File: config.mk
export PLATFORM = sky130hd
export DESIGN_NAME = wire_chamber_word_decoder
export DESIGN_NICKNAME = d
export VERILOG_FILES = /design/src/rtl/core/wcwd_pkg.sv /design/src/rtl/core/wcwd_decode.sv /design/src/rtl/core/wire_chamber_word_decoder.sv
export SDC_FILE = /design/constraint.sdc
export NUM_CORES = 1
export LEC_CHECK = 0
export ABC_AREA = 1
export CAP_MARGIN = 15
export CELL_PAD_IN_SITES_DETAIL_PLACEMENT = 1
export CELL_PAD_IN_SITES_GLOBAL_PLACEMENT = 1
export CORE_UTILIZATION = 51
export CTS_CLUSTER_SIZE = 25
export DETAILED_ROUTE_END_ITERATION = 10
export DONT_BUFFER_PORTS = 1
export GPL_ROUTABILITY_DRIVEN = 0
export MAX_ROUTING_LAYER = met4
export PLACE_DENSITY = 0.79
export SLEW_MARGIN = 0
export SYNTH_ARGS = -nofsm -noshare
export SYNTH_HDL_FRONTEND = slang
export SYNTH_SLANG_ARGS = --single-unit
File: constraint.sdc
create_clock -name clk_i -period 9.9 [get_ports clk_i]
set_input_delay 1.98 -clock clk_i [delete_from_list [all_inputs] [get_ports clk_i]]
set_output_delay 1.98 -clock clk_i [all_outputs]
set_load 0.02 [all_outputs]
File: src/rtl/core/wcwd_pkg.sv
// ----------------------------------------------------------------------------
// wcwd_pkg
// Shared types and constants for the wire-chamber readout word decoder.
// ----------------------------------------------------------------------------
package wcwd_pkg;

  localparam int unsigned WordW   = 16;
  localparam int unsigned WidthW  = 4;
  localparam int unsigned StatusW = 3;

  // Bit 15 marks a width word.
  localparam int unsigned WidthFlagBit = 15;
  // First wire number that lies beyond the chamber: 512 logicals * 32 wires.
  localparam logic [WordW-1:0] AddrLimit = 16'(512 * 32);

  typedef enum logic [1:0] {
    PH_IDLE   = 2'd0,  // expect first word of a pair
    PH_WIDTH  = 2'd1,  // width word held
    PH_ADDR   = 2'd2,  // address word held
    PH_UNUSED = 2'd3   // never entered, treated as idle
  } phase_e;

  typedef enum logic [StatusW-1:0] {
    ST_OK           = 3'd0,
    ST_UNUSED_BITS  = 3'd1,
    ST_NO_ADDR      = 3'd2,
    ST_PARITY       = 3'd3,
    ST_OUT_OF_RANGE = 3'd4,
    ST_HALF_WIDTH1  = 3'd5,
    ST_DUP_MISMATCH = 3'd6
  } status_e;

  typedef struct packed {
    logic             valid;
    logic [WordW-1:0] start;
    logic [WordW-1:0] stop;
    status_e          status;
  } hit_t;

  typedef struct packed {
    logic             has_result;
    phase_e           phase_d;
    logic [WordW-1:0] held_d;
    hit_t             hit;
  } dec_out_t;

endpackage

File: src/rtl/core/wcwd_decode.sv
// ----------------------------------------------------------------------------
// wcwd_decode
// Combinational pair decode: next pairing state and the wire range result.
// ----------------------------------------------------------------------------
module wcwd_decode (
  input  logic [wcwd_pkg::WordW-1:0] word_i,
  input  logic                       block_start_i,
  input  wcwd_pkg::phase_e           phase_i,
  input  logic [wcwd_pkg::WordW-1:0] held_i,
  output wcwd_pkg::dec_out_t         dec_o
);
  import wcwd_pkg::*;

  logic [WordW-1:0]  wire_cur, wire_held;
  logic [WidthW-1:0] width;
  logic [WidthW-2:0] half_sub;
  logic [WordW-1:0]  w_start, w_stop, a_start, a_stop;
  status_e           w_status, a_status;
  logic              first_word;

  // logical*32 + address: the address is the low five bits, so no adder
  assign wire_cur  = {2'b00, word_i[14:6], word_i[5:1]};
  assign wire_held = {2'b00, held_i[14:6], held_i[5:1]};

  assign width    = held_i[WidthW-1:0];
  assign half_sub = (width == '0) ? '0 : 3'((width - 4'd1) >> 1);
  assign w_start  = wire_cur - WordW'(half_sub);
  assign w_stop   = w_start + WordW'(width);
  assign a_start  = wire_held;
  assign a_stop   = wire_held + 16'd1;

  always_comb begin
    if (held_i[14:4] != '0) begin
      w_status = ST_UNUSED_BITS;
    end else if (word_i[WidthFlagBit]) begin
      w_status = ST_NO_ADDR;
    end else if (word_i[0] == width[0]) begin
      w_status = ST_PARITY;
    end else if (w_start >= AddrLimit) begin
      w_status = ST_OUT_OF_RANGE;
    end else begin
      w_status = ST_OK;
    end
  end

  always_comb begin
    if (held_i[0]) begin
      a_status = ST_HALF_WIDTH1;
    end else if (word_i != held_i) begin
      a_status = ST_DUP_MISMATCH;
    end else begin
      a_status = ST_OK;
    end
  end

  assign first_word = block_start_i || (phase_i != PH_WIDTH && phase_i != PH_ADDR);

  always_comb begin
    dec_o = '0;
    dec_o.held_d  = held_i;
    dec_o.phase_d = PH_IDLE;
    if (first_word) begin
      dec_o.held_d  = word_i;
      dec_o.phase_d = word_i[WidthFlagBit] ? PH_WIDTH : PH_ADDR;
    end else if (phase_i == PH_WIDTH) begin
      dec_o.has_result = 1'b1;
      dec_o.hit.status = w_status;
      if (w_status == ST_OK) begin
        dec_o.hit.valid = 1'b1;
        dec_o.hit.start = w_start;
        dec_o.hit.stop  = w_stop;
      end
    end else begin
      dec_o.has_result = 1'b1;
      dec_o.hit.status = a_status;
      if (a_status == ST_OK || a_status == ST_DUP_MISMATCH) begin
        dec_o.hit.valid = 1'b1;
        dec_o.hit.start = a_start;
        dec_o.hit.stop  = a_stop;
      end
    end
  end

endmodule

File: src/rtl/core/wire_chamber_word_decoder.sv
// ----------------------------------------------------------------------------
// wire_chamber_word_decoder
// Pairs 16-bit chamber readout words and emits one fired-wire range per pair.
// ----------------------------------------------------------------------------
// Usage:
//   Input channel (in_valid_i/in_ready_o) carries one readout word per
//   transaction, with block_start_i set on the first word of an event block.
//   Output channel (out_valid_o/out_ready_i) carries one result transaction
//   for the second word of each pair: hit_valid_o, hit_start_o, hit_end_o
//   (one past the last wire) and status_o. First words give no result.
//   Timing: the second word of a pair lands in the input register when it is
//   accepted and is decoded into the result register once that register is
//   free.
//   Throughput: one word per cycle unless stalled; decode is one shallow pass.
//   Stall: while a result waits in the output register, the input register
//   still moves on words that give no result; a word that needs the output
//   register holds, and in_ready_o drops only once both registers are full.
//   Reset: clears the valid bits and the pairing state back to "expect the
//   first word of a pair", with the held word at zero.
// ----------------------------------------------------------------------------
module wire_chamber_word_decoder (
  input  logic                         clk_i,
  input  logic                         rst_ni,
  input  logic                         in_valid_i,
  output logic                         in_ready_o,
  input  logic [wcwd_pkg::WordW-1:0]   data_word_i,
  input  logic                         block_start_i,
  output logic                         out_valid_o,
  input  logic                         out_ready_i,
  output logic                         hit_valid_o,
  output logic [wcwd_pkg::WordW-1:0]   hit_start_o,
  output logic [wcwd_pkg::WordW-1:0]   hit_end_o,
  output logic [wcwd_pkg::StatusW-1:0] status_o
);
  import wcwd_pkg::*;

  // input register
  logic             s1_valid_q;
  logic [WordW-1:0] s1_word_q;
  logic             s1_bs_q;

  // pairing state
  phase_e           phase_q;
  logic [WordW-1:0] held_q;

  // result register
  logic             out_valid_q, out_valid_d;
  hit_t             hit_q;

  dec_out_t dec;
  logic     out_free, s1_fire, in_fire;

  wcwd_decode u_decode (
    .word_i       (s1_word_q),
    .block_start_i(s1_bs_q),
    .phase_i      (phase_q),
    .held_i       (held_q),
    .dec_o        (dec)
  );

  assign out_free   = !out_valid_q || out_ready_i;
  // a first word never needs the result register
  assign s1_fire    = s1_valid_q && (!dec.has_result || out_free);
  assign in_ready_o = !s1_valid_q || s1_fire;
  assign in_fire    = in_valid_i && in_ready_o;

  always_comb begin
    out_valid_d = out_valid_q;
    if (s1_fire && dec.has_result) begin
      out_valid_d = 1'b1;
    end else if (out_ready_i) begin
      out_valid_d = 1'b0;
    end
  end

  always_ff @(posedge clk_i or negedge rst_ni) begin
    if (!rst_ni) begin
      s1_valid_q  <= 1'b0;
      out_valid_q <= 1'b0;
      phase_q     <= PH_IDLE;
      held_q      <= '0;
    end else begin
      if (in_ready_o) begin
        s1_valid_q <= in_valid_i;
      end
      out_valid_q <= out_valid_d;
      if (s1_fire) begin
        phase_q <= dec.phase_d;
        held_q  <= dec.held_d;
      end
    end
  end

  always_ff @(posedge clk_i) begin
    if (in_fire) begin
      s1_word_q <= data_word_i;
      s1_bs_q   <= block_start_i;
    end
    if (s1_fire && dec.has_result) begin
      hit_q <= dec.hit;
    end
  end

  assign out_valid_o = out_valid_q;
  assign hit_valid_o = hit_q.valid;
  assign hit_start_o = hit_q.start;
  assign hit_end_o   = hit_q.stop;
  assign status_o    = hit_q.status;

endmodule

### Word-level counts from Yosys, hierarchy flattened

Index checks and enable logic that the tools add are counted.

| word-level totals | value |
|---|---|
| logic and storage cells | 53 |
| register bits | 73 |
| output and inout port bits | 38 |
| bits of input ports | 21 |

| operators by class | value |
|---|---|
| add/sub/neg operators | 4 |
| order comparisons | 1 |
| reductions and logical operators | 17 |
| eq/ne operators | 6 |
| muxes and demuxes | 15 |

Operators by type and width:

| operator | number |
|---|---|
| $mux W33 | 2 |
| $mux W36 | 1 |
| $mux W3 | 7 |
| $mux W18 | 1 |
| $add A16 B4 Y16 | 1 |
| $ge A16 B15 Y1 const B | 1 |
| $ne A16 B16 Y1 | 1 |
| $add A14 B1 Y15 const B | 1 |
| $sub A14 B3 Y15 | 1 |
| $reduce_bool A11 Y1 | 1 |
| $logic_not A3 Y1 | 2 |
| $logic_or A1 B1 Y1 | 5 |
| $logic_and A1 B1 Y1 | 4 |
| $logic_not A4 Y1 | 1 |
| $sub A4 B1 Y4 const B | 1 |
| $eq A3 B3 Y1 const B | 1 |
| $mux W1 | 3 |
| $eq A2 B1 Y1 const B | 1 |
| $logic_not A1 Y1 | 2 |
| $mux W2 | 1 |
| $ne A2 B1 Y1 const B | 1 |
| $ne A2 B2 Y1 const B | 1 |
| $reduce_and A2 Y1 | 1 |
| $reduce_bool A2 Y1 | 1 |
| $eq A1 B1 Y1 | 1 |

### Longest topological paths before layout

Gate-level depths: netlist (run 1).

| logic depth | value |
|---|---|
| word-level depth | 11 |
| mapped depth | 23 |
| gate-level depth less buffers | 22 |

### Cells and area by module

From an unflattened synthesis (run 1), not the netlist that was laid out.

| second synthesis, totals | value |
|---|---|
| cell total of the unflattened synthesis | 532 |
| area total of the unflattened synthesis | 4528.1 µm² |

By module, submodules not included:

| module | area an instance (µm²) | instances | sequential area each (µm²) | cells an instance |
|---|---|---|---|---|
| wire_chamber_word_decoder | 2403.6 | 1 | 2092.0 | 142 |
| wcwd_decode | 2124.5 | 1 | 0.0 | 390 |

### Worst setup path after synthesis (run 1)

No wires, ideal clock.

| timing | value |
|---|---|
| path kind | input to output |
| start | in out_ready_i |
| end | out in_ready_o |
| path buffers | 0 |
| cell stages on the path | 2 |
| path slack | 5609 ps |
| arrival time | 2311 ps |
| data required time | 7920 ps |
| cells stage by stage | inv_1 nand4_1 |

| on the way | value |
|---|---|
| word-level cells in the longest chain between the ends | 4 |

Ends and longest elaborated chain:

| element | RTL line | RTL |
|---|---|---|
| start: declaration | wire_chamber_word_decoder.sv:29 | `input logic out_ready_i,` |
| $logic_or A1 B1 Y1 | wire_chamber_word_decoder.sv:61 | `assign out_free = !out_valid_q \|\| out_ready_i;` |
| $logic_or A1 B1 Y1 | wire_chamber_word_decoder.sv:63 | `assign s1_fire = s1_valid_q && (!dec.has_result \|\| out_free);` |
| $logic_and A1 B1 Y1 | wire_chamber_word_decoder.sv:63 |  |
| $logic_or A1 B1 Y1 | wire_chamber_word_decoder.sv:64 | `assign in_ready_o = !s1_valid_q \|\| s1_fire;` |
| end: declaration | wire_chamber_word_decoder.sv:25 | `output logic in_ready_o,` |

Every way passes these cells.

### Worst setup path after layout (run 1)

Ends and elaborated chain as after synthesis.

==> results.txt, run 1 <==
run status: finished clean
Netlist Area Pre-Place: 0.00424 mm^2
top-area cell type share of the netlist area: 36.8%
Fin Setup TNS: 0 ns
Finished Cell Area: 0.00452 mm^2
CP Class: in2out
Fillers: 918
dominant synthesized flop cell: edfxtp_1
global-route wire length before repair: 17.5 mm
Synth Area in XOR/XNOR: 5.19%
number of stages on the worst setup path: 2
synth cell count leaders: 114 x nand2_1, 52 x edfxtp_1, 49 x inv_1
Post-Synth Simple-Gate Area: 26.4%
met2 Use GR: 42.1%
fin cells: 579
Synth Area in Adders: 4.19%
clock buffer depth: 2
Avg Vias per Cell: 5.75
largest net degree at the start of global routing: 36
clk sinks: 72
residual DRC count: 0
Final Net Count: 506
Fmax: 0.232 GHz
Die H: 93.2 um
placed instance area: 0.00431 mm^2
Critical Path Source Type: input port
Worst Max-Slew Pin Slew: 0.783 ns
CP Capture Point: in_ready_o
gr ovfl total: 0
worst r2r src: held_q[1]$_DFFE_PN0P_
core footprint: 0.00789 mm^2
Required @ worst endpoint: 7.92 ns
Leak: 1.86 nW
Setup Skew: 0.0183 ns
mux contribution to synthesized area: 0%
crit path launch: out_ready_i
critical path arrival: 2.33 ns
Max Slew Vio Count: 0
PortBufs: 0
ranking of synthesized cells by area: edfxtp_1 37%, dfrtp_1 12%, nand2_1 10%, nand3_1 5.0%, inv_1 4.3%
M3 GR Usage: 5.20%
Die X: 93.2 um
Slew HR: 47.6%
Fin. Hold Viols: 0
Seq cells post-synth: 72
detailed placement HPWL: 8.01 mm
Critical-path top delay cell: nand4_1
Worst Hold Class: reg2reg
DP Cell Count: 563
WP buf/inv: 1
Power per Cell Area: 222 mW/mm^2
Starting DRT DRC Count: 219
Setup WS post-layout: 5.59 ns
boundary pin count: 59
Critical Path Sink Type: output port
Initial Util: 53.8%
CP max stage delay: 0.29 ns
pre-CTS setup slack: 5.58 ns
async set-reset flop share out of synthesis: 27.8%
WL/cell: 18.6 um
Mapped Cells: 470
syn_area_per_cell: 9.03 um^2
die area: 0.00869 mm^2
Synth area leader: edfxtp_1
routing usage on met1: 36.9%
Antenna Violating Nets Remaining: 0
post-CTS resize count: 0
total power draw: 1.00 mW
clock root buffer: clkbuf_8
Final min period: 4.31 ns
n_diodes: 0
Seq/Total Area, Yosys: 48.6%
drt first pass iters: 5
setup bufs post-CTS: 0
MaxCap Viol Count: 0
crit-path max FO: 3
Compound-Gate Fraction of Synth Area: 8.76%
Reg2Reg Capture Point: hit_end_o[13]$_SDFFCE_PN0P_
cts hold-fix bufs: 0
CTS buffer count: 9
routed via count: 3331
CTS tree: built
Tcrit/Tclk final: 43.6%
Max IR drop VDD: 94.5 uV
synth-to-layout area growth: 6.55%
layout cells sized above 1: 12.4%
synth unique cells: 43
Worst-Skew Late Latency: 0.36 ns
number of synthesis warnings: 0
H-tree depth: 3
CP Cell Sequence: inv_1 > nand4_1
Site Rows: 32
EDFF count, synth: 52
CP top delay family: simple AND/OR/NAND/NOR gates
FF-to-FF path depth: 21
global route hottest layer: met2
R2R setup slack: 5.61 ns
largest family of logic cells by synthesized area: simple AND/OR/NAND/NOR gates
GRT Overall Usage: 27.6%
initial antenna violation count: 0
number of global-route vias before repair: 3404
clock-pin slew on the worst setup and hold paths: 0.08 ns
Post-Route WL: 10.8 mm
most frequent cell after synthesis: nand2_1
final setup vio count: 0
RSZ-0062 raised after global routing: no
[cells by family after synthesis]
| logic type | count (synthesis) |
|---|---|
| adder cells (fa/ha/maj) | 13 |
| other | 1 |
| AND/OR/NAND/NOR | 234 |
| AO/OA/AOI/OAI | 61 |
| flip-flops | 72 |
| buffers and inverters | 66 |
| XOR/XNOR | 23 |
[power breakdown]
part / internal, mW / switching [mW] / total, mW
registers: 0.367 / 0.0563 / 0.424
logic: 0.106 / 0.219 / 0.326
clock network: 0.141 / 0.113 / 0.254
total: 0.615 / 0.389 / 1.00
[final cells by class]
cell class                 count  area (um^2)  share of cell area [%]
clock buffer                  10          128                    2.82
clock inverter                 6         85.1                    1.88
inverter                      54          205                    4.54
multi-input combinational    333         1900                    42.0
sequential                    72         2060                    45.6
tap                          102          128                    2.82
timing repair buffer           2         15.0                   0.332
[metal layers]
layer / share of wire, % / wire length, um
met1: 48 / 5180
met2: 46 / 4900
met3: 4.4 / 476
met4: 2.0 / 214
met5: 0 / 0
[state kept, by name, indices dropped and copies added (netlist names)]
register,cells
out_valid_o,1
phase_q,2
held_q,16
hit_valid_o,1
s1_word_q,16
s1_valid_q,1
s1_bs_q,1
status_o,3
hit_end_o,16
hit_start_o,15
[metrics by stage]
step	utilization, %	hold slack [ns]
6_report	57.3	0.518
5_1_grt	57.3	0.556
4_1_cts	57.3	0.523
3_5_place_dp	54.6	0.505
3_3_place_gp	54.6	0.497
2_1_floorplan	-	0.475
[cell usage in the layout, fill, tap and decap left out, types with 2 or more instances in the layout]
master     instances
nand4_1           12
nor3_1             2
xor2_1             7
conb_1             2
nor2_4             7
xnor2_1           15
o32ai_1            4
nand3_1           42
edfxtp_1          52
clkbuf_8           9
inv_2              4
nor2_1            32
or2_2              2
nand2_2           10
bufinv_16          2
o22ai_1           11
o21ai_2            5
dfrtp_1           20
nor2_2             6
o21ai_0           30
fa_1               2
a21oi_1            4
nand2_1          114
buf_4              2
inv_1             49
ha_1              11
[worst min path at each step]
stage	startpoint	endpoint	slack, ns	cells past startpoint
floorplan	s1_word_q[0]$_DFFE_PP_	held_q[0]$_DFFE_PN0P_	0.48	2
global placement	held_q[15]$_DFFE_PN0P_	held_q[15]$_DFFE_PN0P_	0.50	1
detailed placement	held_q[15]$_DFFE_PN0P_	held_q[15]$_DFFE_PN0P_	0.50	1
CTS	held_q[15]$_DFFE_PN0P_	held_q[15]$_DFFE_PN0P_	0.52	1
global route	held_q[15]$_DFFE_PN0P_	held_q[15]$_DFFE_PN0P_	0.56	1
finish	held_q[15]$_DFFE_PN0P_	held_q[15]$_DFFE_PN0P_	0.52	1
Power figures use the tool's default switching activity.
==> run 2: changes to the inputs <==
CORE_UTILIZATION = 49   (was 51)
PLACE_DENSITY = 0.76   (was 0.79)
clock period = 4.4 ns   (was 9.9 ns; I/O delays follow)
==> run 2 against run 1 <==
Net effect: setup slack got worse by 5.1 ns; die area rose by 4.0%; global-route usage rose by 0.095 points; highest routed layer unchanged; total power rose by 120%; sequential cell count did not move; combinational power rose by 130%; hold slack got worse by 0.30 ns; clock power rose by 86%.
==> results.txt, run 2 (synthesis gave the netlist of run 1 again) <==
Finished Cell Area: 0.00449 mm^2
number of global-route vias before repair: 3388
number of stages on the worst setup path: 22
Critical-path top delay cell: dfrtp_1
Starting DRT DRC Count: 169
fin util: 54.0%
Critical Path Source Type: flip-flop
layout cells sized above 1: 12.3%
run status: finished clean
Die H: 95.1 um
critical path arrival: 3.97 ns
Slew HR: 57.0%
Max IR drop VDD: 204 uV
clk sinks: 72
MaxCap Viol Count: 0
Final Net Count: 507
Fmax: 0.258 GHz
core footprint: 0.00830 mm^2
Fin. Hold Viols: 0
Initial Util: 51.1%
H-tree depth: 3
CP top delay family: simple AND/OR/NAND/NOR gates
FF-to-FF path depth: 22
Post-Route WL: 11.2 mm
gr ovfl total: 0
total power draw: 2.18 mW
clock buffer depth: 2
drt first pass iters: 4
most frequent cells in the layout: 114 x nand2_1, 52 x edfxtp_1, 49 x inv_1, 42 x nand3_1, 32 x nor2_1
Setup Skew: 0.00907 ns
GRT Overall Usage: 27.7%
WP buf/inv: 2
die area: 0.00903 mm^2
CTS tree: built
initial antenna violation count: 0
crit-path max FO: 11
Worst-Skew Late Latency: 0.35 ns
Critical Path Sink Type: flip-flop
post-CTS resize count: 0
Max Slew Vio Count: 0
setup bufs post-CTS: 0
Avg Vias per Cell: 5.79
Required @ worst endpoint: 4.50 ns
CP Class: reg2reg
Tcrit/Tclk final: 87.9%
placed instance area: 0.00432 mm^2
PortBufs: 0
detailed placement HPWL: 8.41 mm
Site Rows: 33
WL/cell: 19.2 um
global-route wire length before repair: 17.8 mm
Power per Cell Area: 485 mW/mm^2
Leak: 1.84 nW
boundary pin count: 59
Critical Path Most Common Cell: nand2_1
Die X: 95.1 um
Final min period: 3.87 ns
CP Cell Sequence: inv_1 > ha_1 > nand2_1 > nand2_1 > nand2_1 > nand3_1 > ha_1 > nand2_1 > nand2_1 > nor2_1 > buf_4 > xor2_1 > ha_1 > nand3_1 > nand2_1 > nand2_2 > nor2_2 > nand2_2 > nor2_4 > nand3_1 > nand3_1 > nand2_1
cts hold-fix bufs: 0
n_diodes: 0
clock-pin slew on the worst setup and hold paths: 0.08 ns
final setup vio count: 0
RSZ-0062 raised after global routing: no
largest net degree at the start of global routing: 36
CP max stage delay: 0.50 ns
Fin Setup TNS: 0 ns
Worst Max-Slew Pin Slew: 0.644 ns
Antenna Violating Nets Remaining: 0
Worst Hold Class: in2async
residual DRC count: 0
routed via count: 3377
clock root buffer: clkbuf_8
synth-to-layout area growth: 5.72%
commonest non-fill, non-tap cell in the layout: nand2_1
CTS buffer count: 9
run 2: worst register-to-register path, cell delays in order (launching register included):
cell     delay, ns
dfrtp_1       0.50
inv_1         0.22
ha_1          0.24
nand2_1       0.08
nand2_1       0.06
nand2_1       0.06
nand3_1       0.08
ha_1          0.36
nand2_1       0.10
nand2_1       0.06
nor2_1        0.10
buf_4         0.18
xor2_1        0.30
ha_1          0.24
nand3_1       0.12
nand2_1       0.09
nand2_2       0.08
nor2_2        0.19
nand2_2       0.13
nor2_4        0.14
nand3_1       0.09
nand3_1       0.11
nand2_1       0.07
run 2: final timing paths:
kind,from,endpoint,slack [ns]
max in group asynchronous,rst_ni,phase_q[1]$_DFFE_PN0P_,4.10
min reg2reg,held_q[15]$_DFFE_PN0P_,held_q[15]$_DFFE_PN0P_,0.52
min in group clk_i,held_q[15]$_DFFE_PN0P_,held_q[15]$_DFFE_PN0P_,0.52
max,held_q[1]$_DFFE_PN0P_,hit_end_o[13]$_SDFFCE_PN0P_,0.53
max reg2reg,held_q[1]$_DFFE_PN0P_,hit_end_o[13]$_SDFFCE_PN0P_,0.53
min,rst_ni,held_q[2]$_DFFE_PN0P_,0.21
run 2: per-layer routing:
layer | share of wire (%) | vias to the layer above | global-route usage [%]
met5 | 0 | - | -
met4 | 1.7 | 0 | 9.60
met3 | 5.4 | 14 | 4.23
met2 | 46 | 143 | 42.9
met1 | 47 | 1640 | 37.2
li1 | - | 1580 | -
run 2: final cells by class:
class / count / area [um^2]
Clock buffer: 12 / 145
Sequential cell: 72 / 2060
Inverter: 54 / 205
Clock inverter: 4 / 21.3
Tap cell: 105 / 131
Multi-Input combinational cell: 333 / 1900
Fill cell: 983 / 3810
Timing Repair Buffer: 3 / 22.5
run 2: power breakdown:
group / total [mW] / internal [mW] / switching (mW)
Clock: 0.472 / 0.217 / 0.255
Sequential: 0.955 / 0.826 / 0.129
Combinational: 0.750 / 0.247 / 0.504
Total: 2.18 / 1.29 / 0.887
run 2: metrics by stage:
step                      worst slack [ns]  instances  hold slack [ns]
after global placement               0.933        567            0.496
after global routing                 0.224        583            0.196
after floorplan                       1.27        471            0.475
after detailed placement             0.680        567            0.505
after CTS                            0.597        583            0.206
final                                0.531        583            0.213
==> run 3: changes to the inputs <==
CORE_UTILIZATION = 50   (was 49)
CTS_BUF_LIST = sky130_fd_sc_hd__clkbuf_8   (was default)
PLACE_DENSITY = 0.78   (was 0.76)
==> run 3 against run 2 <==
Net effect: sequential power hardly changed; total power increased by 3.4%; setup slack improved by 0.13 ns; combinational power fell by 3.1%; utilization up 1.1 points; critical path depth stayed put; design area rose by 1.0%; sequential cell count is the same; first-iteration DRC count up 17%; clock-buffer cell count shrank 3; die area decreased by 2.0%; critical endpoint unchanged.
==> results.txt, run 3 (synthesis gave the netlist of run 1 again) <==
largest net degree at the start of global routing: 36
placed instance area: 0.00432 mm^2
Setup Skew: 0.00903 ns
post-CTS resize count: 0
RSZ-0062 raised after global routing: no
crit path launch: held_q[1]$_DFFE_PN0P_
Die H: 94.1 um
Max IR drop VDD: 233 uV
CTS buffer count: 9
setup bufs post-CTS: 0
total power draw: 2.25 mW
Die X: 94.1 um
GRT Overall Usage: 28.0%
Starting DRT DRC Count: 198
sw frac: 38.4%
global-route wire length before repair: 17.9 mm
Fin Setup TNS: 0 ns
Avg Vias per Cell: 5.73
Worst Max-Slew Pin Slew: 0.632 ns
synth-to-layout area growth: 6.78%
Leak: 1.87 nW
cell internal pwr: 1.39 mW
clock root buffer: clkbuf_8
clock buffer depth: 2
boundary pin count: 59
gr ovfl total: 0
initial antenna violation count: 0
Site Rows: 33
worst r2r src: held_q[1]$_DFFE_PN0P_
Slew HR: 57.8%
DP Cell Count: 567
Antenna Violating Nets Remaining: 0
crit-path max FO: 11
critical path arrival: 3.85 ns
P_sw: 865 uW
Gate power share: 32.3%
CTS tree: built
Worst-Skew Late Latency: 0.35 ns
Clk pwr share: 25.3%
Tcrit/Tclk final: 85.0%
clock-pin slew on the worst setup and hold paths: 0.08 ns
final setup vio count: 0
Required @ worst endpoint: 4.51 ns
fin util: 55.1%
Critical Path Source Type: flip-flop
Fmax: 0.267 GHz
Final min period: 3.74 ns
WL/cell: 18.5 um
cts hold-fix bufs: 0
run status: finished clean
drt first pass iters: 5
Worst Hold Class: in2async
Finished Cell Area: 0.00453 mm^2
Power per Cell Area: 497 mW/mm^2
Setup WS post-layout: 0.658 ns
MaxCap Viol Count: 0
H-tree depth: 3
Post-Route WL: 10.8 mm
most frequent cells in the layout: 114 x nand2_1, 52 x edfxtp_1, 50 x inv_1, 42 x nand3_1, 32 x nor2_1
Sequential Power Share: 42.4%
residual DRC count: 0
pre-CTS setup slack: 0.728 ns
die area: 0.00886 mm^2
Critical Path Sink Type: flip-flop
detailed placement HPWL: 8.31 mm
core footprint: 0.00822 mm^2
PortBufs: 0
Final Net Count: 507
Max Slew Vio Count: 0
layout cells sized above 1: 12.6%
Initial Util: 51.6%
CP Class: reg2reg
fin cells: 583
Fin. Hold Viols: 0
routed via count: 3341
number of global-route vias before repair: 3467
commonest non-fill, non-tap cell in the layout: nand2_1
clk sinks: 72
final hold slack: 0.213 ns
n_diodes: 0
run 3: cell count changes in the layout (fill, tap and decap cells not counted):
| cell | previous run | this run |
|---|---|---|
| bufinv_16 | 0 | 2 |
| clkbuf_1 | 2 | 0 |
| clkbuf_8 | 10 | 9 |
| clkinv_2 | 2 | 1 |
| clkinvlp_4 | 1 | 2 |
| inv_1 | 49 | 50 |
run 3: worst max-delay path: stages (launching register included):
cell and delay [ns]:
dfrtp_1 0.49, inv_1 0.21, ha_1 0.24, nand2_1 0.09, nand2_1 0.07, nand2_1 0.05
nand3_1 0.08, ha_1 0.37, nand2_1 0.08, nand2_1 0.08, nor2_1 0.05, buf_4 0.16
xor2_1 0.17, ha_1 0.36, nand3_1 0.13, nand2_1 0.10, nand2_2 0.06, nor2_2 0.15
nand2_2 0.12, nor2_4 0.14, nand3_1 0.10, nand3_1 0.13, nand2_1 0.06
run 3: cell type report:
class | instances | area (um^2)
clock buffer | 9 | 124
clock inverter | 7 | 87.6
tap | 105 | 131
timing repair buffer | 3 | 22.5
fill | 959 | 3690
multi-input combinational | 333 | 1900
inverter | 54 | 205
sequential | 72 | 2060
run 3: per-layer routing:
metal	routed length, um	GRT usage [%]	vias to the layer above	share of wire [%]
li1	-	-	1585	-
met4	152	9.10	0	1.4
met5	0	-	-	0
met3	544	4.61	16	5.1
met1	5130	38.2	1611	48
met2	4940	42.8	129	46
run 3: power groups by stage:
stage / clock [mW] / sequential [mW] / combinational (mW)
2_1_floorplan: 0 / 0.929 / 0.569
3_3_place_gp: 0 / 0.961 / 0.687
3_5_place_dp: 0 / 0.970 / 0.714
4_1_cts: 0.580 / 0.954 / 0.724
5_1_grt: 0.603 / 0.968 / 0.825
6_report: 0.569 / 0.955 / 0.727
run 3: worst paths after layout:
path / endpoint / slack [ns] / cells past startpoint
worst max-delay path: hit_end_o[13]$_SDFFCE_PN0P_ / 0.66 / 22
worst min-delay path: held_q[2]$_DFFE_PN0P_ / 0.21 / 0
worst max register to register: hit_end_o[13]$_SDFFCE_PN0P_ / 0.66 / 22
min in group clk_i: held_q[15]$_DFFE_PN0P_ / 0.52 / 1
worst min register to register: held_q[15]$_DFFE_PN0P_ / 0.52 / 1
max in group asynchronous: held_q[11]$_DFFE_PN0P_ / 4.10 / 0
